===== src/rtl/core/a2i_pkg.sv =====
`timescale 1ns / 1ps
// ----------------------------------------------------------------------------
// a2i_pkg
// Shared widths, codes and types of the ASCII number to integer converter.
// ----------------------------------------------------------------------------
package a2i_pkg;

    // Widest value the converter can hold.
    localparam int MAX_BITS = 80;

    // Field widths of the requests on both channels.
    localparam int CH_W     = 8;
    localparam int LOW_W    = 64;
    localparam int HIGH_W   = 16;
    localparam int OUT_W    = LOW_W + HIGH_W;
    localparam int STATUS_W = 2;

    // Configuration register.
    localparam int              CFG_W     = 7;
    localparam logic [CFG_W-1:0] CFG_RESET = 7'd80;

    // Width of the clamped bit limit.
    localparam int LIM_W = $clog2(MAX_BITS + 1);

    // Accumulator, and the product plus digit before the overflow check.
    localparam int ACC_W  = MAX_BITS;
    localparam int NEXT_W = MAX_BITS + 5;
    localparam int DIG_W  = 4;

    // Status codes.
    localparam logic [STATUS_W-1:0] ST_OK       = 2'd0;
    localparam logic [STATUS_W-1:0] ST_OVERFLOW = 2'd1;
    localparam logic [STATUS_W-1:0] ST_BAD_HEX  = 2'd2;
    localparam logic [STATUS_W-1:0] ST_BAD_DEC  = 2'd3;

    // Character codes.
    localparam logic [CH_W-1:0] CH_0  = 8'h30;
    localparam logic [CH_W-1:0] CH_9  = 8'h39;
    localparam logic [CH_W-1:0] CH_UA = 8'h41;
    localparam logic [CH_W-1:0] CH_UF = 8'h46;
    localparam logic [CH_W-1:0] CH_LA = 8'h61;
    localparam logic [CH_W-1:0] CH_LF = 8'h66;
    localparam logic [CH_W-1:0] CH_X  = 8'h78;

    // Parse mode of the string under way.
    typedef enum logic [1:0] {
        MODE_START = 2'd0,
        MODE_ZERO  = 2'd1,
        MODE_DEC   = 2'd2,
        MODE_HEX   = 2'd3
    } t_mode;

endpackage


===== src/rtl/core/a2i_char_if.sv =====
`timescale 1ns / 1ps
// ----------------------------------------------------------------------------
// a2i_char_if
// Character channel: one string character per request, with framing marks.
// ----------------------------------------------------------------------------
interface a2i_char_if;
    logic                      valid;
    logic                      ready;
    logic [a2i_pkg::CH_W-1:0]  ch;
    logic                      first;
    logic                      last;
    logic                      empty_req;

    modport source (output valid, output ch, output first, output last,
                    output empty_req, input ready);
    modport sink   (input valid, input ch, input first, input last,
                    input empty_req, output ready);
endinterface


===== src/rtl/core/a2i_result_if.sv =====
`timescale 1ns / 1ps
// ----------------------------------------------------------------------------
// a2i_result_if
// Result channel: converted value split into two words, plus a status code.
// ----------------------------------------------------------------------------
interface a2i_result_if;
    logic                          valid;
    logic                          ready;
    logic [a2i_pkg::LOW_W-1:0]     value_low;
    logic [a2i_pkg::HIGH_W-1:0]    value_high;
    logic [a2i_pkg::STATUS_W-1:0]  status;

    modport source (output valid, output value_low, output value_high,
                    output status, input ready);
    modport sink   (input valid, input value_low, input value_high,
                    input status, output ready);
endinterface


===== src/rtl/core/ascii_number_to_integer.sv =====
`timescale 1ns / 1ps
// ----------------------------------------------------------------------------
// ascii_number_to_integer
// Converts a stream of ASCII characters, one number string at a time, into
// an integer of up to 80 bits with a status code.
// ----------------------------------------------------------------------------
// The block takes one character request per clock and returns one result
// request for each request that carries the last mark; the last character
// is held in the input register and its result then in the output register, and a
// new character can be accepted every cycle as long as the result side keeps
// taking results. A string that begins with "0x" is read as hexadecimal
// (digits 0-9, A-F, a-f), any other string as decimal. Each digit does
// value = value * base + digit combinationally with a shift-and-add, and
// that 85-bit add plus the overflow check is the path that sets the clock.
// The status reports ok, overflow past the configured bit limit, a bad hex
// character or a bad decimal character; only the first error of a string is
// kept, and the value reads 0 whenever the status is not ok. An empty_req
// request carries no character, so an empty string (first, last and
// empty_req together) gives 0 with status ok. The bit limit may only be
// written while no string is in progress; a limit above 80 acts as 80 and a
// limit of 0 allows only the value 0.
// ----------------------------------------------------------------------------
module ascii_number_to_integer (
    input  logic                           i_clk,
    input  logic                           i_rst_n,
    input  logic                           i_cfg_we,
    input  logic [a2i_pkg::CFG_W-1:0]      i_cfg_wdata,
    a2i_char_if.sink                       i_char,
    a2i_result_if.source                   o_result
);

    // Configuration register.
    logic [a2i_pkg::CFG_W-1:0]     r_bit_limit;

    // Input register holding the character under work.
    logic                          r_in_valid;
    logic [a2i_pkg::CH_W-1:0]      r_ch;
    logic                          r_first;
    logic                          r_last;
    logic                          r_empty;

    // String state.
    logic [a2i_pkg::ACC_W-1:0]     r_acc;
    a2i_pkg::t_mode                r_mode;
    logic [a2i_pkg::STATUS_W-1:0]  r_err;

    // Result register.
    logic                          r_out_valid;
    logic [a2i_pkg::LOW_W-1:0]     r_value_low;
    logic [a2i_pkg::HIGH_W-1:0]    r_value_high;
    logic [a2i_pkg::STATUS_W-1:0]  r_status;

    // Next values.
    logic [a2i_pkg::ACC_W-1:0]     n_acc;
    a2i_pkg::t_mode                n_mode;
    logic [a2i_pkg::STATUS_W-1:0]  n_err;

    // Working signals.
    logic [a2i_pkg::ACC_W-1:0]     w_acc_base;
    a2i_pkg::t_mode                w_mode_base;
    logic [a2i_pkg::STATUS_W-1:0]  w_err_base;
    a2i_pkg::t_mode                w_mode_char;
    logic                          w_take;
    logic                          w_hex;
    logic                          w_is_dec;
    logic                          w_is_uhex;
    logic                          w_is_lhex;
    logic                          w_digit_ok;
    logic [a2i_pkg::DIG_W-1:0]     w_digit;
    logic [a2i_pkg::NEXT_W-1:0]    w_acc_wide;
    logic [a2i_pkg::NEXT_W-1:0]    w_next;
    logic [a2i_pkg::LIM_W-1:0]     w_lim;
    logic                          w_over;
    logic [a2i_pkg::ACC_W-1:0]     w_acc_char;
    logic [a2i_pkg::STATUS_W-1:0]  w_err_char;
    logic [a2i_pkg::OUT_W-1:0]     w_value;
    logic                          w_out_free;
    logic                          w_advance;

    // The stage advances when it holds a character and, if that character
    // ends a string, the result register can take the result.
    assign w_out_free = !r_out_valid || o_result.ready;
    assign w_advance  = r_in_valid && (!r_last || w_out_free);
    assign i_char.ready = !r_in_valid || w_advance;

    // A first mark drops whatever string was under way.
    assign w_acc_base  = r_first ? '0 : r_acc;
    assign w_mode_base = r_first ? a2i_pkg::MODE_START : r_mode;
    assign w_err_base  = r_first ? a2i_pkg::ST_OK : r_err;

    // A character is looked at only when present and no error has been seen.
    assign w_take = !r_empty && (w_err_base == a2i_pkg::ST_OK);

    // Character classes.
    assign w_is_dec  = (r_ch >= a2i_pkg::CH_0)  && (r_ch <= a2i_pkg::CH_9);
    assign w_is_uhex = (r_ch >= a2i_pkg::CH_UA) && (r_ch <= a2i_pkg::CH_UF);
    assign w_is_lhex = (r_ch >= a2i_pkg::CH_LA) && (r_ch <= a2i_pkg::CH_LF);

    // Parse mode after this character.
    always_comb begin
        case (w_mode_base)
            a2i_pkg::MODE_START: begin
                w_mode_char = (r_ch == a2i_pkg::CH_0) ? a2i_pkg::MODE_ZERO
                                                      : a2i_pkg::MODE_DEC;
            end
            a2i_pkg::MODE_ZERO: begin
                w_mode_char = (r_ch == a2i_pkg::CH_X) ? a2i_pkg::MODE_HEX
                                                      : a2i_pkg::MODE_DEC;
            end
            a2i_pkg::MODE_DEC: begin
                w_mode_char = a2i_pkg::MODE_DEC;
            end
            a2i_pkg::MODE_HEX: begin
                w_mode_char = a2i_pkg::MODE_HEX;
            end
            default: begin
                w_mode_char = a2i_pkg::MODE_START;
            end
        endcase
    end

    // Next parse mode: a string that ends returns to its start.
    always_comb begin
        n_mode = w_mode_base;
        if (w_take) begin
            n_mode = w_mode_char;
        end
        if (r_last) begin
            n_mode = a2i_pkg::MODE_START;
        end
    end

    // Clamp the limit to the width of the accumulator.
    always_comb begin
        if (int'(r_bit_limit) > a2i_pkg::MAX_BITS) begin
            w_lim = a2i_pkg::LIM_W'(a2i_pkg::MAX_BITS);
        end else begin
            w_lim = a2i_pkg::LIM_W'(r_bit_limit);
        end
    end

    // Digit decode and accumulate. The "x" of a "0x" prefix is the one
    // character that is neither a digit nor an error.
    always_comb begin
        w_hex      = (w_mode_base == a2i_pkg::MODE_HEX);
        w_digit_ok = w_is_dec || (w_hex && (w_is_uhex || w_is_lhex));
        if (w_is_dec) begin
            w_digit = a2i_pkg::DIG_W'(r_ch - a2i_pkg::CH_0);
        end else if (w_is_uhex) begin
            w_digit = a2i_pkg::DIG_W'(r_ch - a2i_pkg::CH_UA + 8'd10);
        end else begin
            w_digit = a2i_pkg::DIG_W'(r_ch - a2i_pkg::CH_LA + 8'd10);
        end

        w_acc_wide = a2i_pkg::NEXT_W'(w_acc_base);
        if (w_hex) begin
            w_next = (w_acc_wide << 4) + a2i_pkg::NEXT_W'(w_digit);
        end else begin
            w_next = (w_acc_wide << 3) + (w_acc_wide << 1)
                   + a2i_pkg::NEXT_W'(w_digit);
        end

        // Any set bit at or above the limit is an overflow.
        w_over = 1'b0;
        for (int i = 0; i < a2i_pkg::NEXT_W; i++) begin
            if (w_next[i] && (i >= int'(w_lim))) begin
                w_over = 1'b1;
            end
        end

        w_acc_char = w_acc_base;
        w_err_char = w_err_base;
        if ((w_mode_base == a2i_pkg::MODE_ZERO) && (r_ch == a2i_pkg::CH_X)) begin
            w_err_char = w_err_base;
        end else if (!w_digit_ok) begin
            w_err_char = w_hex ? a2i_pkg::ST_BAD_HEX : a2i_pkg::ST_BAD_DEC;
        end else if (w_over) begin
            w_err_char = a2i_pkg::ST_OVERFLOW;
        end else begin
            w_acc_char = w_next[a2i_pkg::ACC_W-1:0];
        end

        if (w_take) begin
            n_acc = w_acc_char;
            n_err = w_err_char;
        end else begin
            n_acc = w_acc_base;
            n_err = w_err_base;
        end

        // An errored string reports a zero value.
        w_value = (n_err == a2i_pkg::ST_OK) ? a2i_pkg::OUT_W'(n_acc) : '0;
    end

    // Configuration register.
    always_ff @(posedge i_clk) begin
        if (!i_rst_n) begin
            r_bit_limit <= a2i_pkg::CFG_RESET;
        end else if (i_cfg_we) begin
            r_bit_limit <= i_cfg_wdata;
        end
    end

    // Input register.
    always_ff @(posedge i_clk) begin
        if (!i_rst_n) begin
            r_in_valid <= 1'b0;
        end else if (i_char.ready) begin
            r_in_valid <= i_char.valid;
        end
    end

    always_ff @(posedge i_clk) begin
        if (i_char.ready && i_char.valid) begin
            r_ch    <= i_char.ch;
            r_first <= i_char.first;
            r_last  <= i_char.last;
            r_empty <= i_char.empty_req;
        end
    end

    // String state; a finished string is cleared for the next one.
    always_ff @(posedge i_clk) begin
        if (!i_rst_n) begin
            r_acc  <= '0;
            r_mode <= a2i_pkg::MODE_START;
            r_err  <= a2i_pkg::ST_OK;
        end else if (w_advance) begin
            r_acc  <= r_last ? '0 : n_acc;
            r_mode <= n_mode;
            r_err  <= r_last ? a2i_pkg::ST_OK : n_err;
        end
    end

    // Result register.
    always_ff @(posedge i_clk) begin
        if (!i_rst_n) begin
            r_out_valid <= 1'b0;
        end else if (w_advance && r_last) begin
            r_out_valid <= 1'b1;
        end else if (o_result.ready) begin
            r_out_valid <= 1'b0;
        end
    end

    always_ff @(posedge i_clk) begin
        if (w_advance && r_last) begin
            r_value_low  <= w_value[a2i_pkg::LOW_W-1:0];
            r_value_high <= w_value[a2i_pkg::OUT_W-1:a2i_pkg::LOW_W];
            r_status     <= n_err;
        end
    end

    assign o_result.valid      = r_out_valid;
    assign o_result.value_low  = r_value_low;
    assign o_result.value_high = r_value_high;
    assign o_result.status     = r_status;

endmodule

===== src/flat_wrapper.sv =====
// flat-port wrapper written by rule: the top's interface ports become plain ports
module ascii_number_to_integer_flat 
  (i_clk, i_rst_n, i_cfg_we, i_cfg_wdata, i_char_valid, i_char_ch, i_char_first, i_char_last, i_char_empty_req, i_char_ready, o_result_valid, o_result_value_low, o_result_value_high, o_result_status, o_result_ready);
  a2i_char_if i_char_i ();
  a2i_result_if o_result_i ();
  input  logic i_clk;
  input  logic i_rst_n;
  input  logic i_cfg_we;
  input  logic [a2i_pkg::CFG_W-1:0] i_cfg_wdata;
  input wire logic [$bits(i_char_i.valid)-1:0] i_char_valid;
  input wire logic [$bits(i_char_i.ch)-1:0] i_char_ch;
  input wire logic [$bits(i_char_i.first)-1:0] i_char_first;
  input wire logic [$bits(i_char_i.last)-1:0] i_char_last;
  input wire logic [$bits(i_char_i.empty_req)-1:0] i_char_empty_req;
  output wire logic [$bits(i_char_i.ready)-1:0] i_char_ready;
  output wire logic [$bits(o_result_i.valid)-1:0] o_result_valid;
  output wire logic [$bits(o_result_i.value_low)-1:0] o_result_value_low;
  output wire logic [$bits(o_result_i.value_high)-1:0] o_result_value_high;
  output wire logic [$bits(o_result_i.status)-1:0] o_result_status;
  input wire logic [$bits(o_result_i.ready)-1:0] o_result_ready;
  assign i_char_i.valid = i_char_valid;
  assign i_char_i.ch = i_char_ch;
  assign i_char_i.first = i_char_first;
  assign i_char_i.last = i_char_last;
  assign i_char_i.empty_req = i_char_empty_req;
  assign i_char_ready = i_char_i.ready;
  assign o_result_valid = o_result_i.valid;
  assign o_result_value_low = o_result_i.value_low;
  assign o_result_value_high = o_result_i.value_high;
  assign o_result_status = o_result_i.status;
  assign o_result_i.ready = o_result_ready;
  ascii_number_to_integer u_core (.i_clk(i_clk), .i_rst_n(i_rst_n), .i_cfg_we(i_cfg_we), .i_cfg_wdata(i_cfg_wdata), .i_char(i_char_i), .o_result(o_result_i));
endmodule

===== config.mk =====
export PLATFORM = sky130hd
export DESIGN_NAME = ascii_number_to_integer_flat
export DESIGN_NICKNAME = d
export VERILOG_FILES = /design/src/rtl/core/a2i_pkg.sv /design/src/rtl/core/a2i_char_if.sv /design/src/rtl/core/a2i_result_if.sv /design/src/rtl/core/ascii_number_to_integer.sv /design/src/flat_wrapper.sv
export SDC_FILE = /design/constraint.sdc
export NUM_CORES = 1
export LEC_CHECK = 0
export BUFFER_PORTS_ARGS = -buffer_cell sky130_fd_sc_hd__buf_2
export CORE_ASPECT_RATIO = 1.25
export CORE_MARGIN = 3
export CORE_UTILIZATION = 50
export CTS_CLUSTER_SIZE = 12
export DETAILED_ROUTE_END_ITERATION = 6
export PLACE_DENSITY_LB_ADDON = 0.08
export SETUP_SLACK_MARGIN = 0.02
export SYNTH_ARGS = -nofsm -noshare
export SYNTH_HDL_FRONTEND = slang
export SYNTH_SLANG_ARGS = --single-unit

===== constraint.sdc =====
create_clock -name i_clk -period 8.79 [get_ports i_clk]
set_input_delay 0 -clock i_clk [delete_from_list [all_inputs] [get_ports i_clk]]
set_output_delay 0 -clock i_clk [all_outputs]
set_load 0.005 [all_outputs]

==> flow_summary.yaml <==
power:
  power_frac_seq: 0.494
  switching_share: 0.268
  power_w: 0.00190
  pwr_density_cell_mw_per_mm2: 83.7
  switchingPower_w: 0.000511
  p_clk_frac: 0.413
  combPwrFrac: 0.093
  power.static_leakage_nw: 8.29
  p_int_w: 0.00139
  vdd_drop_max_mv: 0.132
synth:
  synth_largest_area_cell: "edfxtp_1"
  ys_seq_area_frac: 0.226
  synth_cells: 2801
  synth.avg_cell_area_um2: 7.34
  syn-cell-area_mm2: 0.0206
  synth_ff_type: "edfxtp_1"
  syn_nets: 2911
  yosysWarnings: 0
  synth_enable_flop_cells: 93
  synth_top_cell_area_share: 0.136
  synth.area.top_cells: "edfxtp_1 14%, dfxtp_1 9.1%, nand2_1 7.0%"
  ys_types: 108
  async_reset_ff_frac: 0
  ys_seq_elements: 186
setup_path:
  timing.rr.end: "u_core.o_result.value_low[41]"
  ff2ff_path_depth: 23
  startpoint_type: "flop"
  crit_fanout: 15
  regToRegSetupSlack_ns: 0.29
  critPathKind: "flop to flop"
  startpoint: "u_core.r_first"
  end_kind: "flop"
  r2r_start: "u_core.r_first"
  endpoint: "u_core.o_result.value_low[41]"
  cp.required_ns: 8.97
  arrival_ns: 8.68
route:
  routed_via_density: 6.96
  ant_nets: 0
  drc: 8
  drt-total-wl_mm: 97.7
  num_vias: 24067
  first_pass_iters: 7
  drt_iter0_drc: 3018
  wl_per_cell_um: 28.3
timing:
  period_share: 0.966
  finalMaxSlewViolations: 0
  fin_crit_ns: 8.50
  final.setup_skew_ns: 0.0131
  fmax_mhz: 118
  whs_ns: 0.215
  hold_violations: 0
  slew_headroom: 0.0401
  setup-violations-final: 0
  worst_pin_slew_ns: 1.43
  rsz0062_at_grt: "no"
  fin_setup_tns_ns: 0
global_route:
  grt_max_degree: 80
  grt_use_total: 0.433
  grt_antenna_before_repair: 0
  grt-ovfl-total: 0
  grt_pass1_vias: 22673
  grt_pass1_wl_mm: 144
finish:
  antenna_cells: 0
  post_layout_nonfiller_instances: 3456
  multi_input_area_mm2: 0.0151
  final_nets: 3007
  drive_above_1_share: 0.108
  n_fill_cell: 3947
  register_area_mm2: 0.00465
  area_growth_pct: 10.7
  postLayoutCoreUtil: 0.564
outcome:
  violations: "DRC"
  status: "finished with violations"
placed_design:
  place_inst: 3388
  hpwlAfterDp_mm: 77.7
  io_buffer_count: 106
  finalWeightedCongestion: 1.09
floorplan:
  rows: 82
  die_w_um: 187
  die-area_mm2: 0.0436
  initial_core_util: 0.510
  core-area_mm2: 0.0403
  fp.dieH_um: 233
  ios: 107
flow_run:
  max-cap-violations: 0
cts:
  cts-root-buf: "clkbuf_16"
  cts_max_level: 4
  ctsLongestPathBuffers: 2
  cts_buffers: 17
  clkTransAtPathRegs_ns: 0.07
  cts_tree: "yes"
  clock_latency_ns: 0.46
  cts_sinks: 186
min_path:
  hp-class: "input port to flop"
Yosys cell counts (27+ instances only):
library cell  count
nor2b_1          94
a31oi_1          27
dfxtp_1          93
nand4_1         102
xnor2_1          69
a21o_1           46
xor2_1           37
o21ai_1          90
mux2i_1          82
o21ai_0         161
nor4_1           49
clkbuf_1        115
nor2_1          309
nand2_1         383
o211ai_1         28
and3_1           40
ha_1             86
nor3_1           78
inv_1            37
and2_1           28
nand3_1          91
edfxtp_1         93
a21oi_1         177
sequential cells by signal (all words and copies together) (netlist names):
register,count
u_core.r_empty,1
u_core.r_err,2
u_core.r_last,1
u_core.r_acc,80
u_core.o_result.status,2
u_core.r_first,1
u_core.r_in_valid,1
u_core.o_result.value_low,64
u_core.o_result.valid,1
u_core.r_ch,8
u_core.r_bit_limit,7
u_core.o_result.value_high,16
u_core.r_mode,2
layout by cell type, fill, tap and decap left out, drive strengths merged, types with 20 or more instances in the layout:
master | Yosys | routed
o21a | 23 | 23
inv | 37 | 42
or3 | 28 | 28
nand4 | 105 | 105
nor2 | 309 | 309
nor2b | 94 | 94
xor2 | 37 | 37
ha | 86 | 86
mux2i | 82 | 82
and2 | 29 | 29
xnor2 | 69 | 69
nor3 | 79 | 79
a21oi | 181 | 181
nand3 | 91 | 91
a21o | 46 | 46
o211ai | 31 | 31
dfxtp | 93 | 93
buf | 43 | 199
nor4 | 53 | 53
clkbuf | 115 | 22
mux2 | 20 | 20
and3 | 40 | 40
a31oi | 27 | 27
nand2 | 384 | 384
edfxtp | 93 | 93
o21ai | 253 | 253
or2 | 20 | 20
dlygate4sd3 | 0 | 36
a211oi | 28 | 28
cells by family (layout without fill, tap and decap cells):
logic type / Yosys count / count (layout) / synth area share
AOI/OAI and AO/OA: 806 / 806 / 0.260
DFF: 186 / 186 / 0.226
adders and majority gates: 87 / 87 / 0.0533
and+or+nand+nor: 1318 / 1318 / 0.320
muxes: 102 / 102 / 0.0511
buffers and inverters: 196 / 305 / 0.0443
xor gates and xnor gates: 106 / 106 / 0.0452
stage by stage:
| step | setup WS (ns) | area (um2) |
|---|---|---|
| finish | 0.295 | 22700 |
| CTS | 0.377 | 22700 |
| floorplan | 1.79 | 20600 |
| global route | 0.0313 | 22700 |
| detailed placement | 0.433 | 21800 |
| global placement | 0.686 | 21800 |
metal layers:
| layer | global-route usage | vias to the layer above | part of all wire |
|---|---|---|---|
| met5 | 0 | - | 0 |
| met4 | 0.357 | 0 | 0.10 |
| met3 | 0.0713 | 447 | 0.093 |
| met2 | 0.697 | 1695 | 0.45 |
| met1 | 0.507 | 11213 | 0.36 |
| li1 | - | 10712 | - |
final cells by class:
cell class | count | area share
Tap cell | 546 | 0.0300
Sequential cell | 186 | 0.205
Inverter | 38 | 0.00627
Clock inverter | 10 | 0.00468
Clock buffer | 22 | 0.0205
Timing Repair Buffer | 235 | 0.0715
Multi-Input combinational cell | 2419 | 0.662
how the worst min path moves through the flow:
stage	start	to	slack (ns)	cells after the start
floorplan	i_char_ch[0]	u_core.r_ch[0]	0.1	0
global placement	i_char_ch[2]	u_core.r_ch[2]	0.18	1
detailed placement	i_char_empty_req	u_core.r_empty	0.18	1
CTS	o_result_ready	u_core.r_mode[0]	0.20	6
global route	i_char_ch[6]	u_core.r_ch[6]	0.26	2
finish	o_result_ready	u_core.r_mode[0]	0.21	6
power groups by stage:
| stage | registers [W] | clock network, W | logic (W) |
|---|---|---|---|
| floorplan | 0.000951 | 0 | 0.0000991 |
| global placement | 0.000959 | 0 | 0.000154 |
| detailed placement | 0.000959 | 0 | 0.000156 |
| CTS | 0.000939 | 0.000788 | 0.000169 |
| global route | 0.000941 | 0.000824 | 0.000186 |
| finish | 0.000940 | 0.000787 | 0.000176 |
critical path, cell delays in order (launching register included):
cell	delay, ns
edfxtp_1	0.52
buf_4	0.27
nor2b_1	0.44
ha_1	0.47
a21oi_1	0.39
o21ai_0	0.33
a21oi_1	0.30
o211ai_2	0.23
a221o_1	0.50
or2_1	0.29
nor4_1	0.59
nand4_1	0.33
nor4b_1	0.38
buf_4	0.21
mux2_2	0.34
nor4_1	0.52
and4b_1	0.28
nand4_1	0.09
or4_4	0.57
nor4b_4	0.32
buf_4	0.28
buf_12	0.18
mux2i_1	0.30
nor2_1	0.07
repair_timing:
action / CTS / global route
hold endpoints to repair: 23 / 0
hold buffers: 36 / 0
endpoints found under the setup margin: 0 / 127
resized for setup: 0 / 4
setup buffers: 0 / 0
Power figures use the tool's default switching activity.
